<file path="src/hw/rtl/esl_pkg.sv">
// Shared types, widths and constants of the encoder speed and length meter.
// Used by esl_ctrl, esl_dp and encoder_speed_and_length_meter_core.
// No dependencies.
package esl_pkg;

    // Default fixed point formats.
    localparam int VEL_FRAC_DEF = 16;
    localparam int LEN_FRAC_DEF = 24;

    // Field and register widths.
    localparam int TS_W       = 32;
    localparam int PERIOD_W   = 32;
    localparam int VEL_W      = 40;
    localparam int LEN_W      = 48;
    localparam int PPR_W      = 16;
    localparam int RADIUS_W   = 16;
    localparam int UNIT_W     = 2;
    localparam int INIT_LEN_W = 24;
    localparam int CFG_IDX_W  = 2;
    localparam int CFG_DATA_W = 24;

    // Datapath widths: divisor, numerator, serial product and quotient.
    localparam int DEN_W  = PPR_W + PERIOD_W;
    localparam int NUM_W  = 64;
    localparam int PROD_W = 90;
    localparam int QUO_W  = LEN_W;

    // Quotient bits produced for the length step and for the velocity.
    localparam int DIV_STEP_BITS = QUO_W;
    localparam int DIV_VEL_BITS  = VEL_W;
    localparam int CNT_W         = $clog2(DIV_STEP_BITS + 1);

    // 2*pi in Q4.60, truncated, and the same scaled by 1000 for mm to m.
    localparam int TWO_PI_FRAC = 60;
    localparam logic [NUM_W-1:0]  TWO_PI_Q60   = 64'h6487_ED51_10B4_611A;
    localparam logic [PROD_W-1:0] TWO_PI_K1000 = PROD_W'(TWO_PI_Q60) * PROD_W'(1000);

    // Saturation limits.
    localparam logic [VEL_W-1:0]        VEL_SAT = {VEL_W{1'b1}};
    localparam logic [QUO_W-1:0]        STEP_SAT = {QUO_W{1'b1}};
    localparam logic signed [LEN_W-1:0] LEN_MAX = {1'b0, {(LEN_W-1){1'b1}}};
    localparam logic signed [LEN_W-1:0] LEN_MIN = {1'b1, {(LEN_W-1){1'b0}}};

    // Register indexes of the configuration port.
    localparam logic [CFG_IDX_W-1:0] CFG_PPR      = 2'd0;
    localparam logic [CFG_IDX_W-1:0] CFG_RADIUS   = 2'd1;
    localparam logic [CFG_IDX_W-1:0] CFG_UNIT     = 2'd2;
    localparam logic [CFG_IDX_W-1:0] CFG_INIT_LEN = 2'd3;

    // Velocity unit codes.
    localparam logic [UNIT_W-1:0] UNIT_RAD = 2'd0;
    localparam logic [UNIT_W-1:0] UNIT_DEG = 2'd1;
    localparam logic [UNIT_W-1:0] UNIT_RPM = 2'd2;
    localparam logic [UNIT_W-1:0] UNIT_MS  = 2'd3;

    // Reset values of the configuration registers.
    localparam logic [PPR_W-1:0]    PPR_RST    = 16'd1024;
    localparam logic [RADIUS_W-1:0] RADIUS_RST = 16'd50;

    // Input and result words.
    typedef struct packed {
        logic [TS_W-1:0] timestamp_us;
        logic            dir_level;
    } t_esl_in;

    typedef struct packed {
        logic [PERIOD_W-1:0]     period_us;
        logic [VEL_W-1:0]        velocity;
        logic signed [LEN_W-1:0] cable_length;
    } t_esl_out;

    // Commands from the controller to the datapath.
    typedef struct packed {
        logic capture;
        logic den_load;
        logic mul_load;
        logic mul_ms;
        logic mul_step;
        logic div_load;
        logic div_vel;
        logic div_step;
        logic step_store;
        logic len_update;
        logic out_load;
    } t_esl_cmd;

    // Status from the datapath to the controller.
    typedef struct packed {
        logic mul_done;
        logic div_sat;
        logic den_zero;
        logic ppr_zero;
        logic step_ok;
        logic unit_ms;
    } t_esl_sts;

    // Controller states.
    typedef enum logic [3:0] {
        ST_IDLE,
        ST_DEN,
        ST_SMUL,
        ST_SDIV,
        ST_LEN,
        ST_VSEL,
        ST_VMUL,
        ST_VDIV,
        ST_OUT
    } t_esl_state;

    // Takes a wide constant product down to a numerator by a right shift.
    function automatic logic [NUM_W-1:0] f_scaled(input logic [PROD_W-1:0] p, input int sh);
        return NUM_W'(p >> sh);
    endfunction

endpackage

</file>
<file path="src/hw/rtl/encoder_speed_and_length_meter_core.sv">
// Top level of the encoder speed and length meter: controller and datapath.
// Depends on esl_pkg, esl_ctrl and esl_dp.
//
// Each input word is one channel-A pulse (microsecond timestamp, channel-B
// level). The block returns the period since the previous pulse, the speed
// in the unit set by velocity_unit (Q.VEL_FRAC_BITS, saturating, zero for a
// zero period) and the cable length (signed Q.LEN_FRAC_BITS meters). It takes
// one word at a time; how long a word occupies the block is set by the
// bit-serial restoring divider that yields one of the 40 velocity bits per
// cycle. In the m/s unit a shift-and-add multiply by the drum radius runs
// first, stepping through the radius bits up to its highest set bit. After
// reset or a write of pulses_per_rev or drum_radius_mm the first word also
// recomputes the length step: a multiply of the same kind and a 48-bit
// division. Results wait in an output register, so the next word is taken
// while a result is still pending. There is no clearing pass after reset.
module encoder_speed_and_length_meter_core #(
    parameter int VEL_FRAC_BITS = esl_pkg::VEL_FRAC_DEF,
    parameter int LEN_FRAC_BITS = esl_pkg::LEN_FRAC_DEF
) (
    input  logic                           i_clk,
    input  logic                           i_rst_n,
    input  logic                           i_cfg_we,
    input  logic [esl_pkg::CFG_IDX_W-1:0]  i_cfg_idx,
    input  logic [esl_pkg::CFG_DATA_W-1:0] i_cfg_data,
    input  logic                           i_in_valid,
    output logic                           o_in_ready,
    input  esl_pkg::t_esl_in               i_in_word,
    output logic                           o_out_valid,
    input  logic                           i_out_ready,
    output esl_pkg::t_esl_out              o_out_word
);
    import esl_pkg::*;

    t_esl_cmd cmd;
    t_esl_sts sts;

    // Sequencer.
    esl_ctrl u_ctrl (
        .i_clk       (i_clk),
        .i_rst_n     (i_rst_n),
        .i_in_valid  (i_in_valid),
        .o_in_ready  (o_in_ready),
        .o_out_valid (o_out_valid),
        .i_out_ready (i_out_ready),
        .i_sts       (sts),
        .o_cmd       (cmd)
    );

    // Arithmetic and storage.
    esl_dp #(
        .VEL_FRAC_BITS (VEL_FRAC_BITS),
        .LEN_FRAC_BITS (LEN_FRAC_BITS)
    ) u_dp (
        .i_clk      (i_clk),
        .i_rst_n    (i_rst_n),
        .i_cfg_we   (i_cfg_we),
        .i_cfg_idx  (i_cfg_idx),
        .i_cfg_data (i_cfg_data),
        .i_in_word  (i_in_word),
        .i_cmd      (cmd),
        .o_sts      (sts),
        .o_out_word (o_out_word)
    );

endmodule

</file>
<file path="src/hw/rtl/esl_ctrl.sv">
// Controller of the encoder speed and length meter: sequences the datapath
// through capture, length step, velocity division and result hand-off.
// Depends on esl_pkg.
module esl_ctrl (
    input  logic              i_clk,
    input  logic              i_rst_n,
    input  logic              i_in_valid,
    output logic              o_in_ready,
    output logic              o_out_valid,
    input  logic              i_out_ready,
    input  esl_pkg::t_esl_sts i_sts,
    output esl_pkg::t_esl_cmd o_cmd
);
    import esl_pkg::*;

    t_esl_state       r_state, n_state;
    logic [CNT_W-1:0] r_cnt, n_cnt;
    logic             r_out_valid;
    t_esl_cmd         cmd;

    // State register and division bit counter.
    always_ff @(posedge i_clk) begin
        if (!i_rst_n) begin
            r_state <= ST_IDLE;
            r_cnt   <= '0;
        end else begin
            r_state <= n_state;
            r_cnt   <= n_cnt;
        end
    end

    // Next state and commands.
    always_comb begin
        n_state = r_state;
        n_cnt   = r_cnt;
        cmd     = '0;
        case (r_state)
            ST_IDLE: begin
                if (i_in_valid) begin
                    cmd.capture = 1'b1;
                    n_state     = ST_DEN;
                end
            end
            ST_DEN: begin
                // The length step is reused while the geometry is unchanged.
                cmd.den_load = 1'b1;
                if (i_sts.ppr_zero) begin
                    n_state = ST_VSEL;
                end else if (i_sts.step_ok) begin
                    n_state = ST_LEN;
                end else begin
                    cmd.mul_load = 1'b1;
                    n_state      = ST_SMUL;
                end
            end
            ST_SMUL: begin
                if (i_sts.mul_done) begin
                    cmd.div_load = 1'b1;
                    n_cnt        = CNT_W'(DIV_STEP_BITS);
                    n_state      = ST_SDIV;
                end else begin
                    cmd.mul_step = 1'b1;
                end
            end
            ST_SDIV: begin
                if (i_sts.div_sat || r_cnt == '0) begin
                    cmd.step_store = 1'b1;
                    n_state        = ST_LEN;
                end else begin
                    cmd.div_step = 1'b1;
                    n_cnt        = r_cnt - 1'b1;
                end
            end
            ST_LEN: begin
                cmd.len_update = 1'b1;
                n_state        = ST_VSEL;
            end
            ST_VSEL: begin
                if (i_sts.den_zero) begin
                    n_state = ST_OUT;
                end else if (i_sts.unit_ms) begin
                    cmd.mul_load = 1'b1;
                    cmd.mul_ms   = 1'b1;
                    n_state      = ST_VMUL;
                end else begin
                    cmd.div_load = 1'b1;
                    cmd.div_vel  = 1'b1;
                    n_cnt        = CNT_W'(DIV_VEL_BITS);
                    n_state      = ST_VDIV;
                end
            end
            ST_VMUL: begin
                if (i_sts.mul_done) begin
                    cmd.div_load = 1'b1;
                    cmd.div_vel  = 1'b1;
                    n_cnt        = CNT_W'(DIV_VEL_BITS);
                    n_state      = ST_VDIV;
                end else begin
                    cmd.mul_step = 1'b1;
                end
            end
            ST_VDIV: begin
                if (i_sts.div_sat || r_cnt == '0) begin
                    n_state = ST_OUT;
                end else begin
                    cmd.div_step = 1'b1;
                    n_cnt        = r_cnt - 1'b1;
                end
            end
            ST_OUT: begin
                // Wait until the output register is free or being emptied.
                if (!r_out_valid || i_out_ready) begin
                    cmd.out_load = 1'b1;
                    n_state      = ST_IDLE;
                end
            end
            default: begin
                n_state = ST_IDLE;
            end
        endcase
    end

    // Output word valid flag.
    always_ff @(posedge i_clk) begin
        if (!i_rst_n) begin
            r_out_valid <= 1'b0;
        end else if (cmd.out_load) begin
            r_out_valid <= 1'b1;
        end else if (i_out_ready) begin
            r_out_valid <= 1'b0;
        end
    end

    assign o_in_ready  = (r_state == ST_IDLE);
    assign o_out_valid = r_out_valid;
    assign o_cmd       = cmd;

    // A word in work blocks the input until its result is loaded into the output register.
    a_busy_after_accept: assert property (@(posedge i_clk) disable iff (!i_rst_n)
        (i_in_valid && o_in_ready) |=> !o_in_ready)
        else $error("input accepted again while a word is in work");

    // The velocity division never runs more bits than the result holds.
    a_vel_count: assert property (@(posedge i_clk) disable iff (!i_rst_n)
        (r_state == ST_VDIV) |-> (r_cnt <= CNT_W'(DIV_VEL_BITS)))
        else $error("velocity division counter out of range");

    // A result only appears through the hand-off state.
    a_out_from_out_state: assert property (@(posedge i_clk) disable iff (!i_rst_n)
        $rose(r_out_valid) |-> ($past(r_state) == ST_OUT))
        else $error("result presented outside the hand-off state");

endmodule

</file>
<file path="src/hw/rtl/esl_dp.sv">
// Datapath of the encoder speed and length meter: configuration registers,
// period capture, bit-serial multiplier, restoring divider and length store.
// Depends on esl_pkg.
module esl_dp #(
    parameter int VEL_FRAC_BITS = esl_pkg::VEL_FRAC_DEF,
    parameter int LEN_FRAC_BITS = esl_pkg::LEN_FRAC_DEF
) (
    input  logic                             i_clk,
    input  logic                             i_rst_n,
    input  logic                             i_cfg_we,
    input  logic [esl_pkg::CFG_IDX_W-1:0]    i_cfg_idx,
    input  logic [esl_pkg::CFG_DATA_W-1:0]   i_cfg_data,
    input  esl_pkg::t_esl_in                 i_in_word,
    input  esl_pkg::t_esl_cmd                i_cmd,
    output esl_pkg::t_esl_sts                o_sts,
    output esl_pkg::t_esl_out                o_out_word
);
    import esl_pkg::*;

    // Shift that brings a Q.60 product to the wanted fraction.
    localparam int VEL_SH  = TWO_PI_FRAC - VEL_FRAC_BITS;
    localparam int STEP_SH = TWO_PI_FRAC - LEN_FRAC_BITS;
    localparam int LENX_W  = LEN_W + 2;
    localparam int LDX_W   = 64;

    // Numerators of the fixed velocity units.
    localparam logic [NUM_W-1:0] NUM_RAD =
        f_scaled(PROD_W'(TWO_PI_Q60) * PROD_W'(1_000_000), VEL_SH);
    localparam logic [NUM_W-1:0] NUM_DEG = NUM_W'(64'd360_000_000 << VEL_FRAC_BITS);
    localparam logic [NUM_W-1:0] NUM_RPM = NUM_W'(64'd60_000_000 << VEL_FRAC_BITS);

    // Configuration and state.
    logic [PPR_W-1:0]        r_ppr;
    logic [RADIUS_W-1:0]     r_radius;
    logic [UNIT_W-1:0]       r_unit;
    logic [TS_W-1:0]         r_last_time;
    logic signed [LEN_W-1:0] r_len;
    logic                    r_step_ok;

    // Work registers.
    logic                    r_dir;
    logic [PERIOD_W-1:0]     r_period;
    logic [DEN_W-1:0]        r_den;
    logic [PROD_W-1:0]       r_mcand;
    logic [RADIUS_W-1:0]     r_mplier;
    logic [PROD_W-1:0]       r_prod;
    logic [QUO_W-1:0]        r_num;
    logic [DEN_W-1:0]        r_rem;
    logic [DEN_W-1:0]        r_dvs;
    logic [QUO_W-1:0]        r_quo;
    logic                    r_div_sat;
    logic [QUO_W-1:0]        r_step;
    t_esl_out                r_out_word;

    logic [NUM_W-1:0]        div_num;
    logic [NUM_W-1:0]        div_hi;
    logic [DEN_W-1:0]        div_dvs;
    logic                    div_sat_now;
    logic [DEN_W:0]          trial;
    logic                    take;
    logic signed [LENX_W-1:0] len_x, step_x, len_sum;
    logic signed [LEN_W-1:0] n_len_step;
    logic signed [LDX_W-1:0] ld_x;
    logic signed [LEN_W-1:0] n_len_load;

    // Divider set-up: numerator, divisor and early saturation test.
    always_comb begin
        if (i_cmd.div_vel) begin
            div_dvs = r_den;
            case (r_unit)
                UNIT_RAD: div_num = NUM_RAD;
                UNIT_DEG: div_num = NUM_DEG;
                UNIT_RPM: div_num = NUM_RPM;
                default:  div_num = NUM_W'(r_prod >> VEL_SH);
            endcase
            div_hi = div_num >> DIV_VEL_BITS;
        end else begin
            div_dvs = DEN_W'(r_ppr) * DEN_W'(1000);
            div_num = NUM_W'(r_prod >> STEP_SH);
            div_hi  = div_num >> DIV_STEP_BITS;
        end
        // The quotient overflows its width exactly when the high part reaches the divisor.
        div_sat_now = (div_hi >= NUM_W'(div_dvs));
    end

    // One restoring division step.
    always_comb begin
        trial = {r_rem, r_num[QUO_W-1]};
        take  = (trial >= {1'b0, r_dvs});
    end

    // Length update by one step, saturated.
    always_comb begin
        len_x  = LENX_W'(r_len);
        step_x = signed'(LENX_W'(r_step));
        len_sum = r_dir ? (len_x + step_x) : (len_x - step_x);
        if (len_sum > LENX_W'(LEN_MAX)) begin
            n_len_step = LEN_MAX;
        end else if (len_sum < LENX_W'(LEN_MIN)) begin
            n_len_step = LEN_MIN;
        end else begin
            n_len_step = LEN_W'(len_sum);
        end
    end

    // Whole meters written by configuration, saturated to the length format.
    always_comb begin
        ld_x = LDX_W'(signed'(i_cfg_data[INIT_LEN_W-1:0])) <<< LEN_FRAC_BITS;
        if (ld_x > LDX_W'(LEN_MAX)) begin
            n_len_load = LEN_MAX;
        end else if (ld_x < LDX_W'(LEN_MIN)) begin
            n_len_load = LEN_MIN;
        end else begin
            n_len_load = LEN_W'(ld_x);
        end
    end

    // Configuration registers, last timestamp, length and step-valid flag.
    always_ff @(posedge i_clk) begin
        if (!i_rst_n) begin
            r_ppr       <= PPR_RST;
            r_radius    <= RADIUS_RST;
            r_unit      <= UNIT_RAD;
            r_last_time <= '0;
            r_len       <= '0;
            r_step_ok   <= 1'b0;
        end else begin
            if (i_cfg_we) begin
                case (i_cfg_idx)
                    CFG_PPR: begin
                        r_ppr     <= i_cfg_data[PPR_W-1:0];
                        r_step_ok <= 1'b0;
                    end
                    CFG_RADIUS: begin
                        r_radius  <= i_cfg_data[RADIUS_W-1:0];
                        r_step_ok <= 1'b0;
                    end
                    CFG_UNIT: begin
                        r_unit <= i_cfg_data[UNIT_W-1:0];
                    end
                    CFG_INIT_LEN: begin
                        r_len <= n_len_load;
                    end
                    default: begin
                    end
                endcase
            end
            if (i_cmd.capture) begin
                r_last_time <= i_in_word.timestamp_us;
            end
            if (i_cmd.len_update) begin
                r_len <= n_len_step;
            end
            if (i_cmd.step_store) begin
                r_step_ok <= 1'b1;
            end
        end
    end

    // Work registers: capture, multiplier, divider and result word.
    always_ff @(posedge i_clk) begin
        if (i_cmd.capture) begin
            r_dir    <= i_in_word.dir_level;
            r_period <= i_in_word.timestamp_us - r_last_time;
        end
        if (i_cmd.den_load) begin
            r_den <= DEN_W'(r_ppr) * DEN_W'(r_period);
        end
        // Shift-and-add multiply of a 2*pi constant by the radius.
        if (i_cmd.mul_load) begin
            r_mcand  <= i_cmd.mul_ms ? TWO_PI_K1000 : PROD_W'(TWO_PI_Q60);
            r_mplier <= r_radius;
            r_prod   <= '0;
        end else if (i_cmd.mul_step) begin
            if (r_mplier[0]) begin
                r_prod <= r_prod + r_mcand;
            end
            r_mcand  <= r_mcand << 1;
            r_mplier <= r_mplier >> 1;
        end
        // Restoring division, one quotient bit a cycle.
        if (i_cmd.div_load) begin
            r_dvs     <= div_dvs;
            r_rem     <= DEN_W'(div_hi);
            r_div_sat <= div_sat_now;
            if (i_cmd.div_vel) begin
                r_num <= QUO_W'(div_num << (DIV_STEP_BITS - DIV_VEL_BITS));
                r_quo <= div_sat_now ? QUO_W'(VEL_SAT) : '0;
            end else begin
                r_num <= QUO_W'(div_num);
                r_quo <= div_sat_now ? STEP_SAT : '0;
            end
        end else if (i_cmd.div_step) begin
            r_rem <= take ? DEN_W'(trial - {1'b0, r_dvs}) : trial[DEN_W-1:0];
            r_quo <= {r_quo[QUO_W-2:0], take};
            r_num <= r_num << 1;
        end
        if (i_cmd.step_store) begin
            r_step <= r_quo;
        end
        if (i_cmd.out_load) begin
            r_out_word.period_us    <= r_period;
            r_out_word.velocity     <= (r_den == '0) ? '0 : VEL_W'(r_quo);
            r_out_word.cable_length <= r_len;
        end
    end

    // Status to the controller.
    always_comb begin
        o_sts.mul_done = (r_mplier == '0);
        o_sts.div_sat  = r_div_sat;
        o_sts.den_zero = (r_den == '0);
        o_sts.ppr_zero = (r_ppr == '0);
        o_sts.step_ok  = r_step_ok;
        o_sts.unit_ms  = (r_unit == UNIT_MS);
    end

    assign o_out_word = r_out_word;

    // The partial remainder stays below the divisor throughout a division.
    a_rem_below_dvs: assert property (@(posedge i_clk) disable iff (!i_rst_n)
        i_cmd.div_step |-> (r_rem < r_dvs))
        else $error("division remainder not below divisor");

    // The length only moves by a step that has been worked out.
    a_step_ready: assert property (@(posedge i_clk) disable iff (!i_rst_n)
        i_cmd.len_update |-> r_step_ok)
        else $error("length updated with a stale step");

endmodule

</file>
<file path="config.mk">
export PLATFORM = sky130hd
export DESIGN_NAME = encoder_speed_and_length_meter_core
export DESIGN_NICKNAME = d
export VERILOG_FILES = /design/src/hw/rtl/esl_pkg.sv /design/src/hw/rtl/encoder_speed_and_length_meter_core.sv /design/src/hw/rtl/esl_ctrl.sv /design/src/hw/rtl/esl_dp.sv
export SDC_FILE = /design/constraint.sdc
export NUM_CORES = 2
export LEC_CHECK = 0
export BUFFER_PORTS_ARGS = -buffer_cell sky130_fd_sc_hd__clkbuf_2
export CORE_ASPECT_RATIO = 0.75
export CORE_MARGIN = 2
export CORE_UTILIZATION = 40
export CTS_BUF_LIST = sky130_fd_sc_hd__clkbuf_8
export CTS_CLUSTER_SIZE = 24
export DETAILED_ROUTE_END_ITERATION = 7
export HOLD_SLACK_MARGIN = 0.06
export PLACE_DENSITY = 0.56
export RECOVER_POWER = 25
export SYNTH_ARGS = -nofsm -noshare
export SYNTH_HDL_FRONTEND = slang
export SYNTH_HIERARCHICAL = 1
export SYNTH_SLANG_ARGS = --single-unit
</file>
<file path="constraint.sdc">
create_clock -name i_clk -period 15.9 [get_ports i_clk]
set_clock_uncertainty 0.2 [all_clocks]
set_input_delay 4.77 -clock i_clk [delete_from_list [all_inputs] [get_ports i_clk]]
set_output_delay 4.77 -clock i_clk [all_outputs]
set_load 0.02 [all_outputs]
</file>
==> results.json <==
{
  "outcome": "finished, violations left",
  "violations": "max-capacitance violations, max-slew violations",
  "drt_pre_antenna_iters": 5,
  "crit_slowest_cell": "clkbuf_1",
  "tns_ns": 0,
  "crit_buf_inv": 3,
  "die_h_um": 341,
  "wl_met1_mm": 81.0,
  "yosysTopAreaCell": "edfxtp_1",
  "hold_viol": 0,
  "cts_hold_buf": 0,
  "period_minus_slack_ns": 10.05,
  "drc": 0,
  "detail-route-antenna-nets": 0,
  "worst_slew_margin_rel": -1.12,
  "io_buffers": 185,
  "finalWirelength_mm": 162,
  "die_area_mm2": 0.154,
  "powerDensity_mw_per_mm2": 149,
  "p_leak_nw": 28.7,
  "critPathLaunchType": "register",
  "die_w_um": 453,
  "grt_pass1_vias": 45170,
  "hold_path.class": "register to register",
  "finalSetupViolations": 0,
  "dr_wl_met3_mm": 9.26,
  "insertion_delay_ns": 0.91,
  "drive_above_1_share": 0.0762,
  "synth_nets": 7357,
  "grt_max_degree": 143,
  "finalCritPeriodShare": 0.632,
  "cp_top_family": "simple AND/OR/NAND/NOR gates",
  "rsz0062_at_grt": "false",
  "synth_enable_flop_cells": 547,
  "rr_endpoint": "u_dp/r_quo[28]",
  "rr_worst_depth": 25,
  "fmax_mhz": 99.5,
  "crit_path_end_kind": "register",
  "worst-endpoint-arrival_ns": 10.43,
  "avgSynthCellArea_um2": 9.44,
  "min_to": "u_dp/r_step[47]",
  "whs_ns": 0.218,
  "ys_seq_area_frac": 0.343,
  "ir_worst_vdd_uv": 93.3,
  "wl_met2_mm": 69.2,
  "maxCapViolations": 8,
  "antenna_found_initial": 4,
  "ys_top_cells_by_area": "edfxtp_1 (27%), fa_1 (16%), ha_1 (8.5%)",
  "via_count": 45548,
  "grt_usage": 0.211,
  "start_util": 0.403,
  "cts_resized": 0,
  "globalplace.congestion": 0.882,
  "critPathMaxStageDelay_ns": 1.92,
  "grt_overflow_total": 0,
  "cts.sinks": 762,
  "synth-seq-cells": 762,
  "crit_path_max_fanout": 83,
  "rows": 123,
  "netlist_area_mm2": 0.0605,
  "cts_tree": "yes",
  "critPathKind": "register to register",
  "r2r-start": "u_dp/r_den[8]",
  "yosysUniqueCellTypes": 92,
  "synthCells": 6407,
  "top_layer": "met4",
  "nets": 7429,
  "placed_cells": 8347,
  "min_from": "u_dp/r_quo[47]",
  "clockBufferDepth": 3,
  "synthArstFlopShare": 0,
  "slew_viol_final": 448,
  "clockRootBuffer": "clkbuf_8",
  "critPathMostFrequentCell": "a21o_1",
  "ios": 186,
  "vias_per_cell": 5.30,
  "synth_top_area_share": 0.271,
  "worst_pin_slew_ns": 3.17,
  "coreArea_mm2": 0.150,
  "hpwl_mm": 116,
  "synth-main-ff-cell": "edfxtp_1",
  "r2r_setup_slack_ns": 5.85,
  "layout.cells.non_filler": 8594,
  "yosys_warnings": 6,
  "path_clk_slew_ns": 0.07,
  "cts_buffers": 130,
  "cts_max_level": 4,
  "grt_pass1_wl_mm": 259,
  "crit_required_ns": 16.29,
  "initialDrtViolationCount": 3623,
  "worstHoldPathCells": 0,
  "wl_per_cell_um": 18.9,
  "postCtsSetupBuffers": 0,
  "area_growth_pct": 8.78
}
synthesized netlist by cell type, types with 52 or more instances:
| cell | number |
|---|---|
| o21ai_0 | 267 |
| mux2i_1 | 81 |
| nor2_1 | 397 |
| ha_1 | 410 |
| nor2b_1 | 75 |
| nor3_1 | 63 |
| a21o_1 | 170 |
| and2_1 | 206 |
| edfxtp_1 | 547 |
| nand3_1 | 56 |
| nand2_1 | 823 |
| nand2b_1 | 52 |
| xnor2_1 | 172 |
| xor2_1 | 127 |
| dfxtp_1 | 215 |
| clkbuf_1 | 259 |
| inv_1 | 826 |
| a21oi_1 | 464 |
| fa_1 | 476 |
| nand4_1 | 64 |
sequential cells by signal (all words and copies together), names as in the netlist, 32 cells and up:
name	cells
u_dp/o_out_word	120
u_dp/r_mcand	89
u_dp/r_prod	89
u_dp/r_den	48
u_dp/r_dvs	48
u_dp/r_len	48
u_dp/r_num	48
u_dp/r_quo	48
u_dp/r_rem	48
u_dp/r_step	48
u_dp/r_last_time	32
u_dp/r_period	32
layer usage:
layer	GRT usage	vias to the layer above
met4	0.0492	0
met2	0.310	1208
met5	0	-
li1	-	21740
met3	0.0373	179
met1	0.322	22421
final cells by class:
cell class                      instances  area [µm²]
Antenna cell                            8        20.0
Inverter                              828        3110
Multi-Input combinational cell       4516       35500
Clock inverter                         99         723
Sequential cell                       762       20700
Fill cell                           14631       84200
Tap cell                             2000        2500
Timing Repair Buffer                  241        1310
Clock buffer                          140        1930
worst max path at each step:
stage / to / cells past startpoint / start
after detailed placement: u_dp/r_period[31] / 14 / i_in_word[2]
after global placement: u_dp/r_period[31] / 14 / i_in_word[2]
after global routing: u_dp/r_quo[28] / 25 / u_dp/r_den[8]
after CTS: u_dp/r_den[43] / 25 / u_dp/r_ppr[8]
after floorplan: u_dp/o_out_word[0] / 2 / i_out_ready
final: u_dp/r_quo[28] / 25 / u_dp/r_den[8]
cell families (layout without fill, tap and decap cells):
family	count (synthesis)	count (layout)	share of synthesized area
mux	101	101	0.0171
xor+xnor	299	299	0.0433
flops	762	762	0.343
compound gates	1321	1321	0.136
buf+inv	1129	1308	0.0712
other cells	0	8	0
simple gates	1909	1909	0.147
fa+ha+maj	886	886	0.242
through the flow:
stage	area, µm²	total power [mW]	util	worst slack, ns
detailed placement	63200	7.96	0.421	7.62
CTS	65900	9.88	0.439	7.60
global placement	63200	7.92	0.421	7.68
floorplan	60500	6.68	-	4.94
finish	65800	9.81	0.439	5.85
global route	65800	10.6	0.439	4.91
report_power, final:
| part | internal [mW] | leakage [nW] | switching [mW] |
|---|---|---|---|
| Sequential | 2.77 | 6.85 | 0.441 |
| Clock | 0.948 | 1.48 | 0.906 |
| Combinational | 1.84 | 20.4 | 2.91 |
| Total | 5.55 | 28.7 | 4.26 |
cell usage in the layout, fill, tap and decap left out, types with 41 or more instances in the layout:
cell	count
edfxtp_1	547
nor3_1	63
o21a_1	42
a211oi_1	46
nand2b_1	52
xnor2_1	172
nand4_1	64
ha_1	410
fa_1	476
clkbuf_8	140
a21oi_1	464
inv_1	865
nor2_1	397
dfxtp_1	215
clkbuf_2	185
xor2_1	127
a31oi_1	41
nand2_1	822
o21ai_0	267
a21o_1	170
and2_1	197
buf_4	41
nor2b_1	73
mux2i_1	81
nand3_1	56
Note: power is estimated with default switching activity, not from simulation.
